--- src/sv/mhtq_pkg.sv ---
// ----------------------------------------------------------------------------
// mhtq_pkg
// shared constants and types of the min-heap timer queue
// ----------------------------------------------------------------------------
package mhtq_pkg;

  localparam int CAPACITY    = 32;
  localparam int IDX_W       = $clog2(CAPACITY);
  localparam int CNT_W       = $clog2(CAPACITY + 1);
  localparam int ID_W        = 16;
  localparam int EXP_W       = 32;
  localparam int MAX_RESULTS = 32;
  localparam int RES_W       = $clog2(MAX_RESULTS + 1);

  localparam logic [2:0] OP_ADD  = 3'd0;
  localparam logic [2:0] OP_DEL  = 3'd1;
  localparam logic [2:0] OP_FIRE = 3'd2;
  localparam logic [2:0] OP_ADJ  = 3'd3;
  localparam logic [2:0] OP_TICK = 3'd4;

  localparam logic [2:0] K_ADDED    = 3'd0;
  localparam logic [2:0] K_DELETED  = 3'd1;
  localparam logic [2:0] K_ADJUSTED = 3'd2;
  localparam logic [2:0] K_FIRED    = 3'd3;
  localparam logic [2:0] K_NOTFOUND = 3'd4;
  localparam logic [2:0] K_FULL     = 3'd5;
  localparam logic [2:0] K_NONEDUE  = 3'd6;

  typedef struct packed {
    logic [EXP_W-1:0] expiry;
    logic [ID_W-1:0]  id;
  } ent_t;

endpackage

--- src/sv/min_heap_timer_queue_core.sv ---
// ----------------------------------------------------------------------------
// min_heap_timer_queue_core
// binary min-heap of timers in one entry memory, walked by a sequencer
// add writes the new entry at the end of the heap and sifts it up; delete/fire/adjust
// first search the entries one by one for the id, then sift the moved entry
// tick: fires due timers from the root one at a time, each followed by a sift
// one command at a time while busy is high; results are one-cycle strobes
// synchronous active-low reset empties the heap and clears the id counter
// ----------------------------------------------------------------------------
module min_heap_timer_queue_core
  import mhtq_pkg::*;
(
  input  logic             clk,
  input  logic             rst_n,
  input  logic             start,
  output logic             busy,
  input  logic [2:0]       in_opcode,
  input  logic [ID_W-1:0]  in_timer_id_in,
  input  logic [EXP_W-1:0] in_time_amount,
  input  logic [EXP_W-1:0] in_now,
  output logic             out_valid,
  output logic [2:0]       out_result_kind,
  output logic [ID_W-1:0]  out_timer_id_out,
  output logic [EXP_W-1:0] out_expiry_out,
  output logic             out_last
);

  localparam logic [3:0] S_IDLE  = 4'd0;
  localparam logic [3:0] S_UP    = 4'd1;
  localparam logic [3:0] S_UPC   = 4'd2;
  localparam logic [3:0] S_DN    = 4'd3;
  localparam logic [3:0] S_DNC   = 4'd4;
  localparam logic [3:0] S_WFIN  = 4'd5;
  localparam logic [3:0] S_SCAN  = 4'd6;
  localparam logic [3:0] S_SCHK  = 4'd7;
  localparam logic [3:0] S_RLAST = 4'd8;
  localparam logic [3:0] S_RLD   = 4'd9;
  localparam logic [3:0] S_TREAD = 4'd10;
  localparam logic [3:0] S_TCHK  = 4'd11;

  logic [3:0]       st_r, st_nxt;
  logic [CNT_W-1:0] cnt_r, cnt_nxt;
  logic [ID_W-1:0]  idc_r, idc_nxt;
  logic [IDX_W-1:0] pos_r, pos_nxt;
  logic [IDX_W-1:0] k_r, k_nxt;
  ent_t             mov_r, mov_nxt;
  logic [2:0]       op_r, op_nxt;
  logic [ID_W-1:0]  idin_r, idin_nxt;
  logic [EXP_W-1:0] amt_r, amt_nxt;
  logic [EXP_W-1:0] now_r, now_nxt;
  logic [RES_W-1:0] nres_r, nres_nxt;
  logic             dn_r, dn_nxt;
  logic             two_r, two_nxt;
  logic             moved_r, moved_nxt;
  logic             pend_r, pend_nxt;
  ent_t             pent_r, pent_nxt;

  logic             ov_r, ov_nxt;
  logic [2:0]       ok_r, ok_nxt;
  logic [ID_W-1:0]  oid_r, oid_nxt;
  logic [EXP_W-1:0] oexp_r, oexp_nxt;
  logic             olast_r, olast_nxt;

  logic             we;
  logic [IDX_W-1:0] wa, ra, rb;
  ent_t             wd, qa, qb;

  logic [IDX_W:0]   child, child1;
  logic [IDX_W-1:0] parent;
  logic [EXP_W:0]   sum;
  ent_t             pick;
  logic             pick_b;
  logic [CNT_W-1:0] cnt_dec;

  mhtq_ram #(.DW($bits(ent_t)), .DEPTH(CAPACITY)) u_ram (
    .clk(clk), .we(we), .wa(wa), .wd(wd), .ra(ra), .rb(rb), .qa(qa), .qb(qb)
  );

  assign child   = {pos_r, 1'b1};
  assign child1  = child + 1'b1;
  assign parent  = (pos_r - 1'b1) >> 1;
  assign sum     = {1'b0, in_now} + {1'b0, in_time_amount};
  assign pick_b  = ({1'b0, child1} < {1'b0, cnt_r}) && (qb.expiry < qa.expiry);
  assign pick    = pick_b ? qb : qa;
  assign cnt_dec = cnt_r - 1'b1;

  always_comb begin
    st_nxt = st_r;  cnt_nxt = cnt_r;  idc_nxt = idc_r;  pos_nxt = pos_r;
    k_nxt = k_r;    mov_nxt = mov_r;  op_nxt = op_r;    idin_nxt = idin_r;
    amt_nxt = amt_r; now_nxt = now_r; nres_nxt = nres_r; dn_nxt = dn_r;
    two_nxt = two_r; moved_nxt = moved_r; pend_nxt = pend_r; pent_nxt = pent_r;
    ov_nxt = 1'b0;  ok_nxt = ok_r;  oid_nxt = oid_r;  oexp_nxt = oexp_r;
    olast_nxt = olast_r;
    we = 1'b0;  wa = pos_r;  wd = mov_r;  ra = pos_r;  rb = pos_r;
    case (st_r)
      S_IDLE: begin
        if (start) begin
          op_nxt = in_opcode; idin_nxt = in_timer_id_in;
          amt_nxt = in_time_amount; now_nxt = in_now;
          two_nxt = 1'b0; moved_nxt = 1'b0; nres_nxt = '0; pend_nxt = 1'b0;
          k_nxt = '0;
          case (in_opcode)
            OP_ADD: begin
              ov_nxt = 1'b1; olast_nxt = 1'b1;
              if (cnt_r == CNT_W'(CAPACITY)) begin
                ok_nxt = K_FULL; oid_nxt = '0; oexp_nxt = '0;
              end else begin
                idc_nxt = idc_r + 1'b1;
                mov_nxt.expiry = sum[EXP_W] ? '1 : sum[EXP_W-1:0];
                mov_nxt.id = idc_r + 1'b1;
                ok_nxt = K_ADDED; oid_nxt = idc_r + 1'b1;
                oexp_nxt = sum[EXP_W] ? '1 : sum[EXP_W-1:0];
                pos_nxt = cnt_r[IDX_W-1:0];
                cnt_nxt = cnt_r + 1'b1;
                dn_nxt = 1'b0;
                st_nxt = S_UP;
              end
            end
            OP_DEL, OP_FIRE, OP_ADJ: begin
              if (cnt_r == '0) begin
                ov_nxt = 1'b1; olast_nxt = 1'b1; ok_nxt = K_NOTFOUND;
                oid_nxt = in_timer_id_in; oexp_nxt = '0;
              end else begin
                st_nxt = S_SCAN;
              end
            end
            OP_TICK: st_nxt = S_TREAD;
            default: st_nxt = S_IDLE;
          endcase
        end
      end
      S_UP: begin
        ra = parent;
        st_nxt = (pos_r == '0) ? S_WFIN : S_UPC;
      end
      S_UPC: begin
        if (mov_r.expiry < qa.expiry) begin
          we = 1'b1; wd = qa; pos_nxt = parent; moved_nxt = 1'b1;
          st_nxt = S_UP;
        end else begin
          st_nxt = S_WFIN;
        end
      end
      S_DN: begin
        ra = child[IDX_W-1:0];
        rb = child1[IDX_W-1:0];
        st_nxt = ({1'b0, child} >= {1'b0, cnt_r}) ? S_WFIN : S_DNC;
      end
      S_DNC: begin
        if (mov_r.expiry <= pick.expiry) begin
          st_nxt = S_WFIN;
        end else begin
          we = 1'b1; wd = pick; moved_nxt = 1'b1;
          pos_nxt = pick_b ? child1[IDX_W-1:0] : child[IDX_W-1:0];
          st_nxt = S_DN;
        end
      end
      S_WFIN: begin
        we = 1'b1;
        if (!two_r && ((op_r == OP_ADJ && !dn_r) ||
                       (op_r != OP_ADD && op_r != OP_ADJ && dn_r && !moved_r))) begin
          two_nxt = 1'b1;
          dn_nxt = !dn_r;
          st_nxt = dn_r ? S_UP : S_DN;
        end else begin
          st_nxt = (op_r == OP_TICK) ? S_TREAD : S_IDLE;
        end
      end
      S_SCAN: begin
        ra = k_r;
        st_nxt = S_SCHK;
      end
      S_SCHK: begin
        if (qa.id == idin_r) begin
          pos_nxt = k_r;
          ov_nxt = 1'b1; olast_nxt = 1'b1; oid_nxt = idin_r;
          if (op_r == OP_ADJ) begin
            ok_nxt = K_ADJUSTED; oexp_nxt = amt_r;
            mov_nxt.expiry = amt_r; mov_nxt.id = qa.id;
            dn_nxt = 1'b0;
            st_nxt = S_UP;
          end else begin
            ok_nxt = (op_r == OP_DEL) ? K_DELETED : K_FIRED;
            oexp_nxt = qa.expiry;
            cnt_nxt = cnt_dec;
            st_nxt = ({1'b0, k_r} == cnt_dec) ? S_IDLE : S_RLAST;
          end
        end else if ({1'b0, k_r} + 1'b1 >= cnt_r) begin
          ov_nxt = 1'b1; olast_nxt = 1'b1; ok_nxt = K_NOTFOUND;
          oid_nxt = idin_r; oexp_nxt = '0;
          st_nxt = S_IDLE;
        end else begin
          k_nxt = k_r + 1'b1;
          st_nxt = S_SCAN;
        end
      end
      S_RLAST: begin
        ra = cnt_r[IDX_W-1:0];
        st_nxt = S_RLD;
      end
      S_RLD: begin
        mov_nxt = qa; dn_nxt = 1'b1; two_nxt = 1'b0; moved_nxt = 1'b0;
        st_nxt = S_DN;
      end
      S_TREAD: begin
        ra = '0;
        st_nxt = S_TCHK;
      end
      S_TCHK: begin
        if (cnt_r != '0 && nres_r < RES_W'(MAX_RESULTS) && qa.expiry <= now_r) begin
          if (pend_r) begin
            ov_nxt = 1'b1; olast_nxt = 1'b0; ok_nxt = K_FIRED;
            oid_nxt = pent_r.id; oexp_nxt = pent_r.expiry;
          end
          pend_nxt = 1'b1; pent_nxt = qa;
          nres_nxt = nres_r + 1'b1;
          pos_nxt = '0;
          cnt_nxt = cnt_dec;
          st_nxt = (cnt_dec == '0) ? S_TREAD : S_RLAST;
        end else begin
          ov_nxt = 1'b1; olast_nxt = 1'b1;
          ok_nxt = pend_r ? K_FIRED : K_NONEDUE;
          oid_nxt = pend_r ? pent_r.id : '0;
          oexp_nxt = pend_r ? pent_r.expiry : '0;
          pend_nxt = 1'b0;
          st_nxt = S_IDLE;
        end
      end
      default: st_nxt = S_IDLE;
    endcase
  end

  always_ff @(posedge clk) begin
    if (!rst_n) begin
      st_r <= S_IDLE;
      cnt_r <= '0;
      idc_r <= '0;
      ov_r <= 1'b0;
      pend_r <= 1'b0;
    end else begin
      st_r <= st_nxt;
      cnt_r <= cnt_nxt;
      idc_r <= idc_nxt;
      ov_r <= ov_nxt;
      pend_r <= pend_nxt;
    end
    pos_r <= pos_nxt;   k_r <= k_nxt;       mov_r <= mov_nxt;   op_r <= op_nxt;
    idin_r <= idin_nxt; amt_r <= amt_nxt;   now_r <= now_nxt;   nres_r <= nres_nxt;
    dn_r <= dn_nxt;     two_r <= two_nxt;   moved_r <= moved_nxt;
    pent_r <= pent_nxt; ok_r <= ok_nxt;     oid_r <= oid_nxt;   oexp_r <= oexp_nxt;
    olast_r <= olast_nxt;
  end

  assign busy             = (st_r != S_IDLE);
  assign out_valid        = ov_r;
  assign out_result_kind  = ok_r;
  assign out_timer_id_out = oid_r;
  assign out_expiry_out   = oexp_r;
  assign out_last         = olast_r;

`ifndef ASSERT_OFF
  a_cnt_range: assert property (@(posedge clk) disable iff (!rst_n)
    cnt_r <= CNT_W'(CAPACITY))
    else $error("heap count above capacity");

  a_add_grows: assert property (@(posedge clk) disable iff (!rst_n)
    (start && !busy && in_opcode == OP_ADD && cnt_r != CNT_W'(CAPACITY))
      |=> (cnt_r == $past(cnt_r) + 1'b1))
    else $error("add did not grow heap");

  a_full_last: assert property (@(posedge clk) disable iff (!rst_n)
    (out_valid && (out_result_kind == K_FULL || out_result_kind == K_NONEDUE)) |-> out_last)
    else $error("single result without last");

  a_tick_busy: assert property (@(posedge clk) disable iff (!rst_n)
    (start && !busy && in_opcode == OP_TICK) |=> busy)
    else $error("tick not started");
`endif

endmodule

--- src/sv/mhtq_ram.sv ---
// ----------------------------------------------------------------------------
// mhtq_ram
// heap entry memory: one write port, two registered read ports
// ----------------------------------------------------------------------------
module mhtq_ram #(
  parameter int DW    = 48,
  parameter int DEPTH = 32,
  parameter int AW    = $clog2(DEPTH)
) (
  input  logic          clk,
  input  logic          we,
  input  logic [AW-1:0] wa,
  input  logic [DW-1:0] wd,
  input  logic [AW-1:0] ra,
  input  logic [AW-1:0] rb,
  output logic [DW-1:0] qa,
  output logic [DW-1:0] qb
);

  logic [DW-1:0] mem [DEPTH];

  always_ff @(posedge clk) begin
    if (we) begin
      mem[wa] <= wd;
    end
    qa <= mem[ra];
    qb <= mem[rb];
  end

endmodule

--- config.mk ---
export PLATFORM = sky130hd
export DESIGN_NAME = min_heap_timer_queue_core
export DESIGN_NICKNAME = d
export VERILOG_FILES = /design/src/sv/mhtq_pkg.sv /design/src/sv/min_heap_timer_queue_core.sv /design/src/sv/mhtq_ram.sv
export SDC_FILE = /design/constraint.sdc
export NUM_CORES = 2
export LEC_CHECK = 0
export BUFFER_PORTS_ARGS = -buffer_cell sky130_fd_sc_hd__buf_2
export CORE_ASPECT_RATIO = 2
export CORE_MARGIN = 10
export CORE_UTILIZATION = 45
export CTS_BUF_LIST = sky130_fd_sc_hd__clkbuf_4 sky130_fd_sc_hd__clkbuf_8 sky130_fd_sc_hd__clkbuf_16
export CTS_CLUSTER_DIAMETER = 150
export DETAILED_ROUTE_END_ITERATION = 8
export SYNTH_ARGS = -nofsm -noshare
export SYNTH_HDL_FRONTEND = slang
export SYNTH_HIERARCHICAL = 1
export SYNTH_SLANG_ARGS = --single-unit
--- constraint.sdc ---
create_clock -name clk -period 10.1 [get_ports clk]
set_clock_uncertainty 0.1 [all_clocks]
set_input_delay 2.02 -clock clk [delete_from_list [all_inputs] [get_ports clk]]
set_output_delay 2.02 -clock clk [all_outputs]
set_load 0.1 [all_outputs]
Word-level counts from Yosys, hierarchy flattened --
Memories as Yosys holds them, arrays and structs flattened. A register that Yosys moved wholly into a read port is not among the register bits. Index checks and enable logic that the tools add are counted.
Cells by class: $add $sub $neg 9, multipliers 0, divide/modulo/power cells 0, order comparisons 8, eq/ne operators 40, shifts and indexed selects 0, multiplexer cells 123, bitwise logic cells 1, reductions and logical operators 43
Operator list (number):
- two-way mux 48 bit | 8
- two-way mux 32 bit | 10
- case mux 48 bit (3 select lines) | 1
- two-way mux 16 bit | 8
- case mux 32 bit (3 select lines) | 1
- case mux 48 bit (2 select lines) | 1
- less-or-equal comparator 32 bit | 2
- < comparator 32 bit | 2
- case mux 32 bit (2 select lines) | 1
- two-way mux 5 bit | 12
- case mux 5 bit (5 select lines) | 2
- two-way mux 6 bit | 8
- case mux 16 bit (3 select lines) | 1
- case mux 4 bit (12 select lines) | 1
- two-way mux 3 bit | 12
- two-way mux 4 bit | 9
- adder 32 x 32 -> 33 bit | 1
- case mux 16 bit (2 select lines) | 1
- two-way mux 1 bit | 28
- inequality test 2 bit (second input constant) | 11
- adder 6 x 1 -> 6 bit (second input constant) | 3
- case mux 6 bit (3 select lines) | 1
- adder 16 x 1 -> 16 bit (second input constant) | 1
- == test 16 bit | 1
- 49 further kinds | 98
Storage, ports and cells: bits in registers 278, bits in latches 0, RAM bits 1536, memory bits (read-only) 0, input bits 86, word-level logic and storage cells 248, memories 1
Memories:
- u_ram.mem | words 32, width 48, read ports 2, clocked after Yosys merged registers in 2, write ports 1, RTL line mhtq_ram.sv:20 | logic [DW-1:0] mem [DEPTH];

Depth between registers and ports, before layout --
depth in word-level cells 9, depth in mapped cells 27, gate-level depth less buffers 21

Cells and area by module --
Netlist, hierarchy kept.
By module, submodules not included:
- mhtq_ram | instances 1, cells an instance 5146, area an instance 75129.6 sq um, seq. area each 48046.1 sq um
- min_heap_timer_queue_core | instances 1, cells an instance 1857, area an instance 18783.0 sq um, seq. area each 8067.7 sq um

Least setup slack after synthesis --
No wires, ideal clock.
path kind register -> register, from register pos_r[2], to memory u_ram.mem[20][0], enable pin, setup time 0.454 ns, arrival time 7.588 ns, data required time 9.546 ns, path slack 1.958 ns, cell stages (with the launch flop) 27, buffers on the path 7, path through edfxtp_1 -> clkbuf_1 -> nand3_1 -> xnor2_1 -> ha_1 -> o21ai_0 -> a21oi_1 -> a2111oi_0 -> or4b_4 -> buf_6 -> buf_12 -> mux2i_4 -> ha_1 -> nand4_1 -> a2111o_1 -> o211ai_1 -> a22oi_1 -> or2_2 -> clkbuf_1 -> inv_1 -> nor2_1 -> clkbuf_1 -> buf_1 -> nand2_1 -> or3b_2 -> clkbuf_1 -> nor2_1
On the way: cells in the longest elaborated chain, start to end 9
Ends and longest elaborated chain:
- from (decl) | RTL line min_heap_timer_queue_core.sv:44 | logic [IDX_W-1:0] pos_r, pos_nxt;
- from (signal assigned) | RTL line min_heap_timer_queue_core.sv:247 | pos_r <= pos_nxt; k_r <= k_nxt; mov_r <= mov_nxt; op_r <= op_nxt;
- adder 6 x 1 -> 6 bit | RTL line min_heap_timer_queue_core.sv:80 | assign child1 = child + 1'b1;
- < comparator 6 bit | RTL line min_heap_timer_queue_core.sv:83 | assign pick_b = ({1'b0, child1} < {1'b0, cnt_r}) && (qb.expiry < qa.expiry);
- logical AND 1 bit | RTL line min_heap_timer_queue_core.sv:83
- two-way mux 48 bit | RTL line min_heap_timer_queue_core.sv:84 | assign pick = pick_b ? qb : qa;
- less-or-equal comparator 32 bit | RTL line min_heap_timer_queue_core.sv:150 | if (mov_r.expiry <= pick.expiry) begin
- two-way mux 1 bit | RTL line min_heap_timer_queue_core.sv:150
- case mux 1 bit (3 select lines) | RTL line min_heap_timer_queue_core.sv:95 | case (st_r)
- named net we | RTL line min_heap_timer_queue_core.sv:64 | logic we;
- two-way mux 1 bit | RTL line mhtq_ram.sv:23 | if (we) begin
- two-way mux 1 bit (implied by the code) | RTL line mhtq_ram.sv:24 | mem[wa] <= wd;
- to (decl) | RTL line mhtq_ram.sv:20
The timed path passes the listed nets, and every way through them passes these cells.

Worst setup path in the final report --
from register pos_r[0], to memory u_ram.mem[29][24], enable pin
The elaborated chain is that of the path after synthesis.

==> results.yml <==
synthesis:
  ys.flop_type: "edfxtp_1"
  synthAdderAreaFrac: 0.02459
  syn-num-nets: 7273
  synthXorXnorAreaFrac: 0.008673
  synth-simple-area-share: 0.06347
  yosysUniqueCellTypes: 81
  synthCells: 7003
  synth_seq_cells: 1910
  synth_edf_count: 1786
  synth_compound_area_frac: 0.09990
  synth.area.mux_share: 0.1713
  ys_seq_area_frac: 0.5975
  ys_warn_count: 6
  async_flop_share: 0
  syn_avg_cell_area_um2: 13.41
  synth_area_mm2: 0.09391
  synth_top_family_by_area: "multiplexers"
worst_hold_path:
  min_to: "out_expiry_out[14]"
  hold_depth: 2
  min_from: "pent_r[30]"
  hold_path.class: "register to register"
drt:
  drc_errors: 0
  via_count: 63870
  drtIter0Drc: 6000
  dr.pass1.iters: 6
  viasPerCell: 6.439
  wire_per_inst_um: 32.15
  final_antenna_net_count: 0
  drt_wl_total_mm: 318.8
placed_design:
  portBuffers: 139
  dpl_worst_slack_ns: 0.7658
  placed_area_mm2: 0.09722
  hpwl_mm: 189.0
  dp.cells: 9596
  place.gp.congestion: 0.9040
clock_tree:
  tritoncts.num_buffers: 178
  htreeDepth: 4
  postCtsHoldBufs: 0
  cts_tree: "built"
  cts_setup_buffers: 0
  worstSkewPairLatency_ns: 0.85
  cts.sink_count: 1910
  cts_root_buf: "clkbuf_16"
  clk_path_buf_depth: 4
  clk_pin_slew_ns: 0.07
  ctsResizeCount: 0
layout:
  nNetsFinal: 7298
  area_delta_synth_final_pct: 9.797
  mostFrequentLayoutCells: "edfxtp_1 (1,786), mux2i_1 (1,548), nand2_1 (471)"
  register_area_mm2: 0.05611
  nFillCells: 17810
  multi_input_comb_area_mm2: 0.03498
  drive_above_1_share: 0.09923
  fin_cells: 9918
  final_cell_area_mm2: 0.1031
  final_util: 0.4960
  layout_commonest_cell: "edfxtp_1"
worst_setup_path:
  crit_fanout: 34
  ff2ff_setup_slack_ns: 0.81
  r2r_cells: 24
  cp.arrival_ns: 9.61
  r2r-end: "u_ram/mem[29][24]"
  worstPathRequired_ns: 10.42
  r2r-start: "pos_r[0]"
  end_kind: "register"
  crit_type: "register to register"
  setup.worst_path.start_class: "register"
sta:
  holdWs_ns: 0.4150
  rsz0062_at_grt: "no"
  setup-tns-final_ns: 0
  hold_violations: 0
  maxSlewHeadroom: 0.1102
  fin_crit_ns: 9.291
  setup_viol: 0
  maxSlewViolCount: 0
  finalWorstSetupSlack_ns: 0.8095
  max_clock_freq_mhz: 107.6
  worst_slew_pin_slew_ns: 1.335
  post-route-period-util: 0.9199
floorplanning:
  dieArea_mm2: 0.2285
  core-area_mm2: 0.2079
  boundaryPins: 140
  die_width_um: 343.0
  rows: 237
  initial_core_util: 0.4518
  die_h_um: 666.1
global_routing:
  grt_overflow_total: 0
  antenna_found_initial: 25
  grt_pass1_wl_mm: 451.8
  grt_max_degree: 128
  grt_usage: 0.2683
  grt_pass1_vias: 65040
pwr:
  peakVddDrop_uv: 398.1
  totalPowerFinal_mw: 38.35
  p_leak_nw: 37.78
  cellPowerDensity_mw_per_mm2: 372.0
status:
  status: "finished clean"
run:
  max_cap_viol_count: 0
==> where the power goes <==
| group | total, mW | internal [mW] | leakage (nW) | switching, mW |
|---|---|---|---|---|
| Clock | 6.97 | 3.94 | 2.92 | 3.03 |
| Combinational | 19.4 | 6.18 | 17.7 | 13.2 |
| Sequential | 12.0 | 11.3 | 17.2 | 0.678 |
==> sequential cells by signal, indices dropped and copies added (netlist names), 3 cells and up <==
signal / count
out_result_kind: 3
u_ram/qb: 48
out_expiry_out: 32
st_r: 4
nres_r: 6
out_timer_id_out: 16
amt_r: 32
k_r: 5
op_r: 3
idin_r: 16
idc_r: 16
now_r: 32
mov_r: 48
u_ram/qa: 48
pos_r: 5
cnt_r: 6
u_ram/mem: 1536
pent_r: 48
==> how the worst max path moves through the flow <==
stage	slack [ns]	from	to
floorplan	1.96	pos_r[2]	u_ram/mem[20][0]
global placement	0.76	pos_r[0]	u_ram/mem[15][26]
detailed placement	0.77	pos_r[0]	u_ram/mem[15][28]
CTS	0.71	pos_r[0]	u_ram/mem[15][20]
global route	0.54	pos_r[0]	u_ram/mem[15][20]
finish	0.81	pos_r[0]	u_ram/mem[29][24]
==> routing by layer <==
layer	track usage	vias to the layer above	wire, µm
li1	-	27290	-
met1	0.3067	32630	113900
met2	0.4789	3021	163400
met3	0.03261	912	21130
met4	0.1536	16	20310
met5	0	-	107
==> cell type report <==
cell class                      instances  share of cell area
Inverter                               97            0.003555
Clock inverter                         96            0.009744
Antenna cell                            5           0.0001213
Timing Repair Buffer                  307             0.02250
Clock buffer                          221             0.04725
Multi-Input combinational cell       4534              0.3393
Sequential cell                      1910              0.5442
Tap cell                             2748             0.03334
==> kinds of logic (layout without fill, tap and decap cells) <==
kind of cell	after synthesis	count (layout)
flops	1910	1910
mux	1580	1580
compound gates	1365	1365
simple gates	1312	1312
buf+inv	559	721
fa+ha+maj	184	184
xor+xnor	93	93
other cells	0	5
==> cell usage after synthesis, drive strengths merged (6+ instances only) <==
master	instances	share of area
nand2b	17	0.0011
o21ai	94	0.0050
nand4	35	0.0023
clkbuf	169	0.0068
a22oi	333	0.027
a21oi	404	0.022
nand3b	7	0.00056
nor2	231	0.0092
edfxtp	1786	0.57
mux2i	1574	0.17
o21a	11	0.00088
nand2	474	0.019
nand3	317	0.017
or2	7	0.00047
inv	97	0.0039
buf	293	0.024
a22o	192	0.018
ha	183	0.024
a2111oi	7	0.00073
and3	16	0.0011
o211ai	14	0.0011
a222oi	13	0.0014
nor4	8	0.00053
a31oi	107	0.0071
nor3	118	0.0063
o22ai	7	0.00047
or3	10	0.00067
dfxtp	124	0.026
mux2	6	0.00072
o221ai	34	0.0032
and2	33	0.0022
xor2	37	0.0035
a221o	51	0.0054
xnor2	56	0.0052
nor2b	18	0.0012
a21o	43	0.0034
==> worst max-delay path, stage by stage, from the launching register on <==
cell and delay [ns]:
edfxtp_1 0.64, inv_1 0.24, ha_1 0.41, ha_1 0.29
o21a_1 0.11, o21ai_1 0.18, a21oi_1 0.16, a2111oi_0 0.93
or4b_4 0.86, buf_4 0.36, mux2i_4 0.22, ha_1 0.30
nand4_1 0.20, nor3_1 0.44, a21oi_1 0.12, o211ai_1 0.16
a22oi_1 0.15, or2_2 0.31, inv_1 0.29, nor2_4 0.09
nand2_1 0.15, nand3b_1 0.11, buf_4 0.25, nor2_4 0.78
buf_4 0.91
(Power assumes the default switching activity.)
